<file path="src/design/canopen_drive_response_decoder_top_defines.svh">
// Assertion macros for the drive response decoder top level.
// Depends on a clock named clk and a reset named rst in the using scope.
`ifndef CANOPEN_DRIVE_RESPONSE_DECODER_TOP_DEFINES_SVH
`define CANOPEN_DRIVE_RESPONSE_DECODER_TOP_DEFINES_SVH

// Antecedent holds -> consequent holds in the next cycle.
`define CDRD_ASSERT_NEXT(label, ante, cons) \
  label: assert property (@(posedge clk) disable iff (rst) (ante) |=> (cons)) \
    else $error("cdrd: next-cycle check failed");

// Antecedent holds -> consequent holds in the same cycle.
`define CDRD_ASSERT_SAME(label, ante, cons) \
  label: assert property (@(posedge clk) disable iff (rst) (ante) |-> (cons)) \
    else $error("cdrd: same-cycle check failed");

`endif

</file>
<file path="src/design/cdrd_pkg.sv">
// Shared types and constants of the drive response decoder.
// No dependencies.
`default_nettype none

package cdrd_pkg;

  typedef enum logic [1:0] {
    ACT_SDO           = 2'd0,
    ACT_EMERGENCY     = 2'd1,
    ACT_FAILURE_WRITE = 2'd2
  } action_t;

  localparam logic [15:0] OBJ_VELOCITY   = 16'h606C;
  localparam logic [15:0] OBJ_TORQUE     = 16'h6077;
  localparam logic [15:0] OBJ_MOTOR_TEMP = 16'h2025;
  localparam logic [15:0] OBJ_CTRL_TEMP  = 16'h2026;
  localparam logic [15:0] OBJ_WARNING    = 16'h2027;
  localparam logic [15:0] OBJ_ERROR      = 16'h603F;
  localparam logic [15:0] OBJ_STATUS     = 16'h6041;

  localparam logic [7:0] SUB_ZERO = 8'h00;
  localparam logic [7:0] SUB_ONE  = 8'h01;

  localparam logic [2:0] ST_NOT_READY          = 3'd0;
  localparam logic [2:0] ST_SWITCH_ON_DISABLED = 3'd1;
  localparam logic [2:0] ST_READY              = 3'd2;
  localparam logic [2:0] ST_SWITCHED_ON        = 3'd3;
  localparam logic [2:0] ST_ENABLED            = 3'd4;
  localparam logic [2:0] ST_QUICK_STOP         = 3'd5;
  localparam logic [2:0] ST_FAULT_REACTION     = 3'd6;
  localparam logic [2:0] ST_FAULT              = 3'd7;

  localparam logic [7:0] SW_NOT_READY          = 8'h00;
  localparam logic [7:0] SW_SWITCH_ON_DISABLED = 8'h40;
  localparam logic [7:0] SW_READY              = 8'h21;
  localparam logic [7:0] SW_SWITCHED_ON        = 8'h23;
  localparam logic [7:0] SW_ENABLED            = 8'h27;
  localparam logic [7:0] SW_QUICK_STOP         = 8'h07;
  localparam logic [7:0] SW_FAULT_REACTION     = 8'h0F;
  localparam logic [7:0] SW_FAULT              = 8'h08;

  typedef struct packed {
    logic [1:0]  action;
    logic [63:0] frame_data;
    logic        failure_value;
  } item_t;

  typedef struct packed {
    logic signed [31:0] velocity;
    logic signed [15:0] torque;
    logic [7:0]         motor_temp;
    logic [7:0]         ctrl_temp;
    logic [2:0]         drive_state;
    logic               failure;
    logic [15:0]        warning;
    logic [15:0]        error;
    logic [15:0]        emergency;
  } regs_t;

endpackage

`default_nettype wire

</file>
<file path="src/design/cdrd_if.sv">
// Valid/ready channel interfaces for frame transactions and result transactions.
// No dependencies.
`default_nettype none

interface cdrd_in_if;
  logic        valid;
  logic        ready;
  logic [1:0]  action;
  logic [63:0] frame_data;
  logic        failure_value;

  modport source (output valid, action, frame_data, failure_value, input ready);
  modport sink (input valid, action, frame_data, failure_value, output ready);
endinterface

interface cdrd_out_if;
  logic               valid;
  logic               ready;
  logic signed [31:0] actual_velocity;
  logic signed [15:0] actual_torque;
  logic [7:0]         motor_temperature;
  logic [7:0]         controller_temperature;
  logic [2:0]         drive_state;
  logic               critical_failure;
  logic [15:0]        warning_word;
  logic [15:0]        error_code;
  logic [15:0]        emergency_code;

  modport source (
    output valid, actual_velocity, actual_torque, motor_temperature,
           controller_temperature, drive_state, critical_failure,
           warning_word, error_code, emergency_code,
    input ready
  );
  modport sink (
    input valid, actual_velocity, actual_torque, motor_temperature,
          controller_temperature, drive_state, critical_failure,
          warning_word, error_code, emergency_code,
    output ready
  );
endinterface

`default_nettype wire

</file>
<file path="src/design/cdrd_in_reg.sv">
// Input register stage: captures one frame transaction per cycle while it is empty or advancing.
// Depends on cdrd_pkg and cdrd_in_if.
`default_nettype none

module cdrd_in_reg
  import cdrd_pkg::*;
(
  input  wire logic  clk,
  input  wire logic  rst,
  cdrd_in_if.sink    frame,
  input  wire logic  advance,
  output logic       valid,
  output item_t      item
);

  logic accept;

  assign frame.ready = !valid || advance;
  assign accept      = frame.valid && frame.ready;

  always_ff @(posedge clk) begin
    if (rst) begin
      valid <= 1'b0;
    end else if (accept) begin
      valid <= 1'b1;
    end else if (advance) begin
      valid <= 1'b0;
    end
  end

  always_ff @(posedge clk) begin
    if (accept) begin
      item.action        <= frame.action;
      item.frame_data    <= frame.frame_data;
      item.failure_value <= frame.failure_value;
    end
  end

endmodule

`default_nettype wire

</file>
<file path="src/design/cdrd_decode.sv">
// Frame decode: next register bank from the held frame and the current bank.
// Depends on cdrd_pkg.
`default_nettype none

module cdrd_decode
  import cdrd_pkg::*;
(
  input  wire item_t item,
  input  wire regs_t cur,
  output regs_t      nxt
);

  logic [15:0] obj;
  logic [7:0]  sub;
  logic [15:0] word;
  logic [7:0]  sw;

  assign obj  = item.frame_data[23:8];
  assign sub  = item.frame_data[31:24];
  assign word = item.frame_data[47:32];
  assign sw   = item.frame_data[39:32];

  always_comb begin
    nxt = cur;
    case (item.action)
      ACT_SDO: begin
        if (obj == OBJ_VELOCITY) begin
          nxt.velocity = item.frame_data[63:32];
        end else if (obj == OBJ_TORQUE) begin
          nxt.torque = word;
        end else if (obj == OBJ_MOTOR_TEMP) begin
          nxt.motor_temp = sw;
        end else if (obj == OBJ_CTRL_TEMP && sub == SUB_ONE) begin
          nxt.ctrl_temp = sw;
        end else if (obj == OBJ_WARNING && sub == SUB_ZERO) begin
          if (word != 16'd0) begin
            nxt.warning = word;
            nxt.failure = 1'b1;
          end
        end else if (obj == OBJ_ERROR && sub == SUB_ZERO) begin
          if (word != 16'd0) begin
            nxt.error   = word;
            nxt.failure = 1'b1;
          end
        end else if (obj == OBJ_STATUS && sub == SUB_ZERO) begin
          case (sw)
            SW_NOT_READY:          nxt.drive_state = ST_NOT_READY;
            SW_SWITCH_ON_DISABLED: nxt.drive_state = ST_SWITCH_ON_DISABLED;
            SW_READY:              nxt.drive_state = ST_READY;
            SW_SWITCHED_ON:        nxt.drive_state = ST_SWITCHED_ON;
            SW_ENABLED:            nxt.drive_state = ST_ENABLED;
            SW_QUICK_STOP:         nxt.drive_state = ST_QUICK_STOP;
            SW_FAULT_REACTION:     nxt.drive_state = ST_FAULT_REACTION;
            SW_FAULT:              nxt.drive_state = ST_FAULT;
            default:               nxt.drive_state = cur.drive_state;
          endcase
        end
      end
      ACT_EMERGENCY: begin
        nxt.emergency = item.frame_data[15:0];
        nxt.failure   = 1'b1;
      end
      ACT_FAILURE_WRITE: begin
        nxt.failure = item.failure_value;
      end
      default: nxt = cur;
    endcase
  end

endmodule

`default_nettype wire

</file>
<file path="src/design/cdrd_result_reg.sv">
// Register bank and result stage: the bank is the result payload.
// Depends on cdrd_pkg and cdrd_out_if.
`default_nettype none

module cdrd_result_reg
  import cdrd_pkg::*;
(
  input  wire logic  clk,
  input  wire logic  rst,
  input  wire logic  advance,
  input  wire regs_t nxt,
  cdrd_out_if.source result,
  output regs_t      cur
);

  logic out_valid;

  always_ff @(posedge clk) begin
    if (rst) begin
      out_valid <= 1'b0;
      cur       <= '0;
    end else begin
      if (advance) begin
        out_valid <= 1'b1;
        cur       <= nxt;
      end else if (result.ready) begin
        out_valid <= 1'b0;
      end
    end
  end

  assign result.valid                  = out_valid;
  assign result.actual_velocity        = cur.velocity;
  assign result.actual_torque          = cur.torque;
  assign result.motor_temperature      = cur.motor_temp;
  assign result.controller_temperature = cur.ctrl_temp;
  assign result.drive_state            = cur.drive_state;
  assign result.critical_failure       = cur.failure;
  assign result.warning_word           = cur.warning;
  assign result.error_code             = cur.error;
  assign result.emergency_code         = cur.emergency;

endmodule

`default_nettype wire

</file>
<file path="src/design/canopen_drive_response_decoder_top.sv">
// Drive response decoder: decodes SDO responses, emergencies and failure
// writes from a CANopen CiA 402 drive into a bank of status registers. One
// transaction is accepted per clock while the result side does not stall;
// each returns one result transaction holding the whole register bank after
// its update, held in the input register and then the register bank. The rate
// is set by the combinational decode between these two registers.
// Depends on cdrd_pkg, cdrd_if, cdrd_in_reg, cdrd_decode, cdrd_result_reg.
`default_nettype none
`include "canopen_drive_response_decoder_top_defines.svh"

module canopen_drive_response_decoder_top
  import cdrd_pkg::*;
(
  input  wire logic  clk,
  input  wire logic  rst,
  cdrd_in_if.sink    frame,
  cdrd_out_if.source result
);

  logic  s1_valid;
  logic  advance;
  item_t s1_item;
  regs_t cur;
  regs_t nxt;

  assign advance = s1_valid && (!result.valid || result.ready);

  cdrd_in_reg u_in_reg (
    .clk     (clk),
    .rst     (rst),
    .frame   (frame),
    .advance (advance),
    .valid   (s1_valid),
    .item    (s1_item)
  );

  cdrd_decode u_decode (
    .item (s1_item),
    .cur  (cur),
    .nxt  (nxt)
  );

  cdrd_result_reg u_result_reg (
    .clk     (clk),
    .rst     (rst),
    .advance (advance),
    .nxt     (nxt),
    .result  (result),
    .cur     (cur)
  );

  `CDRD_ASSERT_NEXT(a_accept_fills_stage, frame.valid && frame.ready, s1_valid)
  `CDRD_ASSERT_SAME(a_empty_stage_ready, !s1_valid, frame.ready)
  `CDRD_ASSERT_NEXT(a_emergency_sets_failure,
    advance && s1_item.action == ACT_EMERGENCY,
    result.valid && result.critical_failure)
  `CDRD_ASSERT_NEXT(a_bank_holds, !advance, $stable(cur))

endmodule

`default_nettype wire

</file>
<file path="src/flat_wrapper.sv">
// flat-port wrapper written by rule: the top's interface ports become plain ports
module canopen_drive_response_decoder_top_flat import cdrd_pkg::*;
  (clk, rst, frame_valid, frame_action, frame_frame_data, frame_failure_value, frame_ready, result_valid, result_actual_velocity, result_actual_torque, result_motor_temperature, result_controller_temperature, result_drive_state, result_critical_failure, result_warning_word, result_error_code, result_emergency_code, result_ready);
  cdrd_in_if frame_i ();
  cdrd_out_if result_i ();
  input  wire logic clk;
  input  wire logic rst;
  input wire logic [$bits(frame_i.valid)-1:0] frame_valid;
  input wire logic [$bits(frame_i.action)-1:0] frame_action;
  input wire logic [$bits(frame_i.frame_data)-1:0] frame_frame_data;
  input wire logic [$bits(frame_i.failure_value)-1:0] frame_failure_value;
  output wire logic [$bits(frame_i.ready)-1:0] frame_ready;
  output wire logic [$bits(result_i.valid)-1:0] result_valid;
  output wire logic [$bits(result_i.actual_velocity)-1:0] result_actual_velocity;
  output wire logic [$bits(result_i.actual_torque)-1:0] result_actual_torque;
  output wire logic [$bits(result_i.motor_temperature)-1:0] result_motor_temperature;
  output wire logic [$bits(result_i.controller_temperature)-1:0] result_controller_temperature;
  output wire logic [$bits(result_i.drive_state)-1:0] result_drive_state;
  output wire logic [$bits(result_i.critical_failure)-1:0] result_critical_failure;
  output wire logic [$bits(result_i.warning_word)-1:0] result_warning_word;
  output wire logic [$bits(result_i.error_code)-1:0] result_error_code;
  output wire logic [$bits(result_i.emergency_code)-1:0] result_emergency_code;
  input wire logic [$bits(result_i.ready)-1:0] result_ready;
  assign frame_i.valid = frame_valid;
  assign frame_i.action = frame_action;
  assign frame_i.frame_data = frame_frame_data;
  assign frame_i.failure_value = frame_failure_value;
  assign frame_ready = frame_i.ready;
  assign result_valid = result_i.valid;
  assign result_actual_velocity = result_i.actual_velocity;
  assign result_actual_torque = result_i.actual_torque;
  assign result_motor_temperature = result_i.motor_temperature;
  assign result_controller_temperature = result_i.controller_temperature;
  assign result_drive_state = result_i.drive_state;
  assign result_critical_failure = result_i.critical_failure;
  assign result_warning_word = result_i.warning_word;
  assign result_error_code = result_i.error_code;
  assign result_emergency_code = result_i.emergency_code;
  assign result_i.ready = result_ready;
  canopen_drive_response_decoder_top u_core (.clk(clk), .rst(rst), .frame(frame_i), .result(result_i));
endmodule
</file>
<file path="config.mk">
export PLATFORM = sky130hd
export DESIGN_NAME = canopen_drive_response_decoder_top_flat
export DESIGN_NICKNAME = d
export VERILOG_FILES = /design/src/design/cdrd_pkg.sv /design/src/design/cdrd_if.sv /design/src/design/cdrd_in_reg.sv /design/src/design/cdrd_decode.sv /design/src/design/cdrd_result_reg.sv /design/src/design/canopen_drive_response_decoder_top.sv /design/src/flat_wrapper.sv
export VERILOG_INCLUDE_DIRS = /design/src /design/src/design
export SDC_FILE = /design/constraint.sdc
export NUM_CORES = 1
export LEC_CHECK = 0
export BUFFER_PORTS_ARGS = -buffer_cell sky130_fd_sc_hd__buf_2
export CAP_MARGIN = 20
export CORE_MARGIN = 8
export CORE_UTILIZATION = 52
export CTS_CLUSTER_SIZE = 40
export DETAILED_ROUTE_END_ITERATION = 8
export PLACE_DENSITY = 0.9
export SLEW_MARGIN = 20
export SYNTH_ARGS = -nofsm -noshare
export SYNTH_HDL_FRONTEND = slang
export SYNTH_SLANG_ARGS = --single-unit
</file>
<file path="constraint.sdc">
create_clock -name clk -period 3 [get_ports clk]
set_input_delay 0.45 -clock clk [delete_from_list [all_inputs] [get_ports clk]]
set_output_delay 0.45 -clock clk [all_outputs]
set_load 0.005 [all_outputs]
</file>
**Word level (Yosys, flattened, before mapping)**

Cells that the tools add are included.

- Word-level logic and storage cells: 88
- Input port bits: 71
- Output and inout bits: 118
- Register bits after elaboration: 185

- Multiplexer cells: 18
- Eq/ne operators: 23
- Bitwise gates (word level): 6
- Reductions and logical operators: 27

Operators by type and width:

| kind | count |
|---|---|
| $mux 33 | 4 |
| $eq 16x15->1 const B | 4 |
| $mux 16 | 4 |
| $eq 16x14->1 const B | 3 |
| $eq 8x6->1 const B | 3 |
| $pmux 3 s8 | 1 |
| $mux 17 | 1 |
| $eq 8x4->1 const B | 2 |
| $logic_not 8->1 | 2 |
| $reduce_and 8->1 | 2 |
| $reduce_bool 16->1 | 1 |
| $ne 2x2->1 const B | 5 |
| $reduce_and 10->1 | 1 |
| $reduce_and 9->1 | 1 |
| $eq 8x1->1 const B | 1 |
| $eq 8x3->1 const B | 1 |
| $eq 8x7->1 const B | 1 |
| $reduce_bool 8->1 | 1 |
| $mux 1 | 7 |
| $logic_and 1x1->1 | 6 |
| $not 1->1 | 6 |
| $reduce_and 6->1 | 1 |
| $reduce_and 5->1 | 1 |
| $reduce_and 4->1 | 1 |
| 11 further kinds | 14 |

**Logic depth before layout (Yosys ltp)**

- Depth in word-level cells: 9
- Gate-level depth with buffers: 9
- Depth with buffers taken out: 7

**Cells and area by module**

Synthesis repeated with hierarchy kept, for this count alone.

- Cell total of the unflattened synthesis: 807
- Area, all modules: 9038.7 µm²

By module, submodules not included:

| module | seq. area each (µm²) | times used | area each (µm²) | cells each |
|---|---|---|---|---|
| cdrd_result_reg | 2342.2 | 1 | 5003.5 | 494 |
| cdrd_in_reg | 2031.9 | 1 | 2067.0 | 72 |
| cdrd_decode | 0.0 | 1 | 1956.9 | 239 |
| canopen_drive_response_decoder_top | 0.0 | 1 | 11.3 | 2 |

**Least setup slack after synthesis**

OpenSTA, ideal clock, no wires.

- Path kind: input -> register
- Start point: in result_ready
- End point: reg, netlist name u_core.u_in_reg.item[0]
- Setup slack: 0.389 ns
- Setup time: 0.432 ns
- Data arrival time: 2.179 ns
- Stages: 3
- Path buffers: 0
- Path through: nor2b_1 nand2_1 and2_1

- Cells in the longest elaborated chain, start to end: 4

RTL lines:

| what | RTL line | source |
|---|---|---|
| from (decl) | flat_wrapper.sv:23 | `input wire logic [$bits(result_i.ready)-1:0] result_ready;` |
| $logic_or 1x1->1 | canopen_drive_response_decoder_top.sv:26 | `assign advance = s1_valid && (!result.valid \|\| result.ready);` |
| $logic_and 1x1->1 | canopen_drive_response_decoder_top.sv:26 |  |
| $logic_or 1x1->1 | cdrd_in_reg.sv:18 | `assign frame.ready = !valid \|\| advance;` |
| named net frame_ready | flat_wrapper.sv:12 | `output wire logic [$bits(frame_i.ready)-1:0] frame_ready;` |
| $logic_and 1x1->1 | cdrd_in_reg.sv:19 | `assign accept = frame.valid && frame.ready;` |
| named net u_core.u_in_reg.accept | cdrd_in_reg.sv:16 | `logic accept;` |

The timed path passes the listed nets, and every way through them passes these cells.
A chain may end at the register's enable or synchronous reset.

**Worst setup path in the final report**

- Start point: reg, netlist name u_core.u_in_reg.item[30]
- End point: reg, netlist name u_core.u_result_reg.result.controller_temperature[2]

- Cells in the longest elaborated chain, start to end: 3

RTL lines:

| what | RTL line | source |
|---|---|---|
| $eq 8x1->1 | cdrd_decode.sv:33 | `end else if (obj == OBJ_CTRL_TEMP && sub == SUB_ONE) begin` |
| $logic_and 1x1->1 | cdrd_decode.sv:33 |  |
| $reduce_and 6->1 (no source line) | n/a |  |

Every way passes these cells.

==> flow_summary.ini <==
[run_status]
status = complete, no violations

[logic_synthesis]
synthFlopType = dfxtp_1
netlist_area_um2 = 6790
synth_compound_area_share_pct = 9.47
synth.net_count = 719
synth_top_area_share_pct = 34.8
seq_area_frac_synth_pct = 64.4
syn-instance-count = 644
yosys_warnings = 0
synth_adder_area_share_pct = 0.737
synth_area_leader_cell = dfxtp_1
synth-async-reset-ratio_pct = 0
synth_xor_area_share_pct = 0.129
ys_types = 48
synthSimpleGateAreaFrac_pct = 17.2
synth.area.top_cells = dfxtp_1, edfxtp_1, nand2_1
ys_ff_latch = 185
synth_common_cells = nand2_1, dfxtp_1, a21oi_1
avgSynthCellArea_um2 = 10.5
synth_edf_count = 67
synth_top_family_by_area = simple AND/OR/NAND/NOR gates
yosysMostFrequentCell = nand2_1
yosys-mux-area-fraction_pct = 5.01

[setup_path]
startpoint_type = flip-flop
ff2ff_setup_slack_ns = 0.44
r2r_cells = 6
crit_path_start = u_core.u_in_reg.item[30]
r2r_start = u_core.u_in_reg.item[30]
path_buf_inv = 0
cp_top_family = simple AND/OR/NAND/NOR gates
critical_path.cell_chain = or4_1 -> nor4_1 -> and4_1 -> nand3_1 -> mux2i_1 -> nor2_1
cp_max_fo = 8
crit_arrival_ns = 2.88
cp.required_ns = 3.31
max_stage_delay_ns = 0.59
worstSetupEndpointType = flip-flop
worstSetupPathType = reg2reg
cp_slowest_cell = or4_1

[timing]
fin_skew_ns = 0.00774
max-slew-margin-rel_pct = 26.2
finalCritPeriodShare_pct = 85.5
fmax_mhz = 390
final.min_clock_period_ns = 2.56
rsz0062_at_grt = no
worst_pin_slew_ns = 1.10
slew_violations = 0
setup_ws_ns = 0.435
setup_viol = 0
tns_ns = 0
hold_viol_final = 0

[pwr]
vdd_drop_max_mv = 0.495
leakagePower_uw = 0.00364
power_density_nw_per_um2 = 599

[placement]
portBuffers = 188
preCtsSetupSlack_ns = 0.525
dp_hpwl_mm = 12.4
gp_congestion = 0.851

[clocking]
numCtsBuffers = 17
clockBufferDepth = 2
postCtsResizedCells = 0
path_clk_slew_ns = 0.07
cts_hold_buf = 0
clock-sinks = 185
cts_max_level = 4
cts_setup_buffers = 0
root_buffer = clkbuf_16
tritoncts = done
clock_latency_ns = 0.43

[route]
drt_iter0_drc = 444
drt_pass1_iterations = 6
drt_wl_total_mm = 17.8
wl_per_cell_um = 17.7
viasPerCell = 5.40
num_vias = 5453
drtAntennaViolNets = 0
route.detailed.drc = 0

[global_route]
grt_overflow_total = 0
grt_first_pass_wirelength_mm = 27.6
grt_pass1_vias = 5275
grtUsageTotal_pct = 21.2
grt_antenna_before_repair = 0
grt_max_degree = 68

[floorplan]
die_height_um = 130
row_count = 41
fp.dieW_um = 130
core_um2 = 12700
dieArea_um2 = 17000
io_pins = 189
start_util_pct = 53.6

[cells_and_area]
area_growth_pct = 25.0
n_antenna_cell = 0
fin_nets = 900
layout-drive-gt1-share_pct = 28.3

[min_path]
hold_end = u_core.u_in_reg.item[38]
hp-class = in2reg
min_path_cells = 1
holdCritStartpoint = frame_frame_data[37]

[flow_run]
maxCapViolCount = 0
-- metrics by stage --
stage | area, um^2 | cells | total power (uW) | hold slack (ns) | util, %
after floorplan | 6790 | 644 | 2840 | 0.448 | -
after global placement | 7890 | 978 | 2940 | 0.435 | 62.3
after detailed placement | 7890 | 978 | 2940 | 0.445 | 62.3
after CTS | 8480 | 1010 | 5110 | 0.177 | 66.9
after global routing | 8480 | 1010 | 5250 | 0.172 | 67.0
final | 8480 | 1010 | 5080 | 0.194 | 67.0
-- logic make-up after synthesis --
kind of cell,after synthesis
buffers and inverters,48
adders and majority gates,4
muxes,34
DFF,185
AOI/OAI and AO/OA,118
and+or+nand+nor,254
xor gates and xnor gates,1
-- registers in the layout, indices dropped and copies added (netlist names), 3 cells and up --
| register | flops |
|---|---|
| u_core.u_result_reg.result.actual_torque | 16 |
| u_core.u_result_reg.result.controller_temperature | 8 |
| u_core.u_result_reg.result.actual_velocity | 32 |
| u_core.u_result_reg.result.drive_state | 3 |
| u_core.u_result_reg.result.motor_temperature | 8 |
| u_core.u_result_reg.result.error_code | 16 |
| u_core.u_result_reg.result.emergency_code | 16 |
| u_core.u_result_reg.result.warning_word | 16 |
| u_core.u_in_reg.item | 67 |
-- layout by cell type (no fill, tap or decap), drive strengths merged, types with 4 or more instances in the layout --
cell type	instances
dfxtp	118
or4	5
buf	203
inv	9
mux2i	34
nand4	6
clkbuf	27
a21oi	85
nand2	138
nor2	44
ha	4
nor4	7
nand3	23
edfxtp	67
o21ai	18
and3	4
nor3	5
-- report_power, final --
group          total, uW  internal [uW]  switching [uW]  leakage [uW]
combinational        183           71.4             112       0.00174
clock               2190           1290             898      0.000290
sequential          2710           2670            41.2       0.00161
total               5080           4030            1050       0.00364
-- how the worst max path moves through the flow --
stage	endpoint	slack [ns]	cells past startpoint
6_report	flip-flop	0.44	6
5_1_grt	flip-flop	0.32	6
4_1_cts	u_core.u_result_reg.result.warning_word[14]	0.48	6
3_5_place_dp	u_core.u_result_reg.result.warning_word[14]	0.53	6
3_3_place_gp	flip-flop	0.57	6
2_1_floorplan	u_core.u_in_reg.item[0]	0.39	3
-- layout make-up --
cell class / instances / area, um^2
fillers: 943 / 4190
clock buffers: 27 / 527
clock inverters: 5 / 56.3
multi-input cells: 411 / 2220
inverters: 7 / 26.3
repair buffers: 203 / 1070
flip-flops and latches: 185 / 4370
well taps: 172 / 215
-- worst reg2reg max path: stages, from the launching register on --
cell	delay (ns)
edfxtp_1	0.37
or4_1	0.59
nor4_1	0.42
and4_1	0.29
nand3_1	0.40
mux2i_1	0.31
nor2_1	0.07
-- metal layers --
metal	vias up	wire length, um	part of all wire (%)	GRT usage, %
met4	0	358	2.0	7.72
met1	2546	6930	39	24.8
li1	2609	-	-	-
met5	-	0	0	0
met2	267	8700	49	35.2
met3	31	1860	10	7.63
Note: power is estimated with default switching activity, not from simulation.
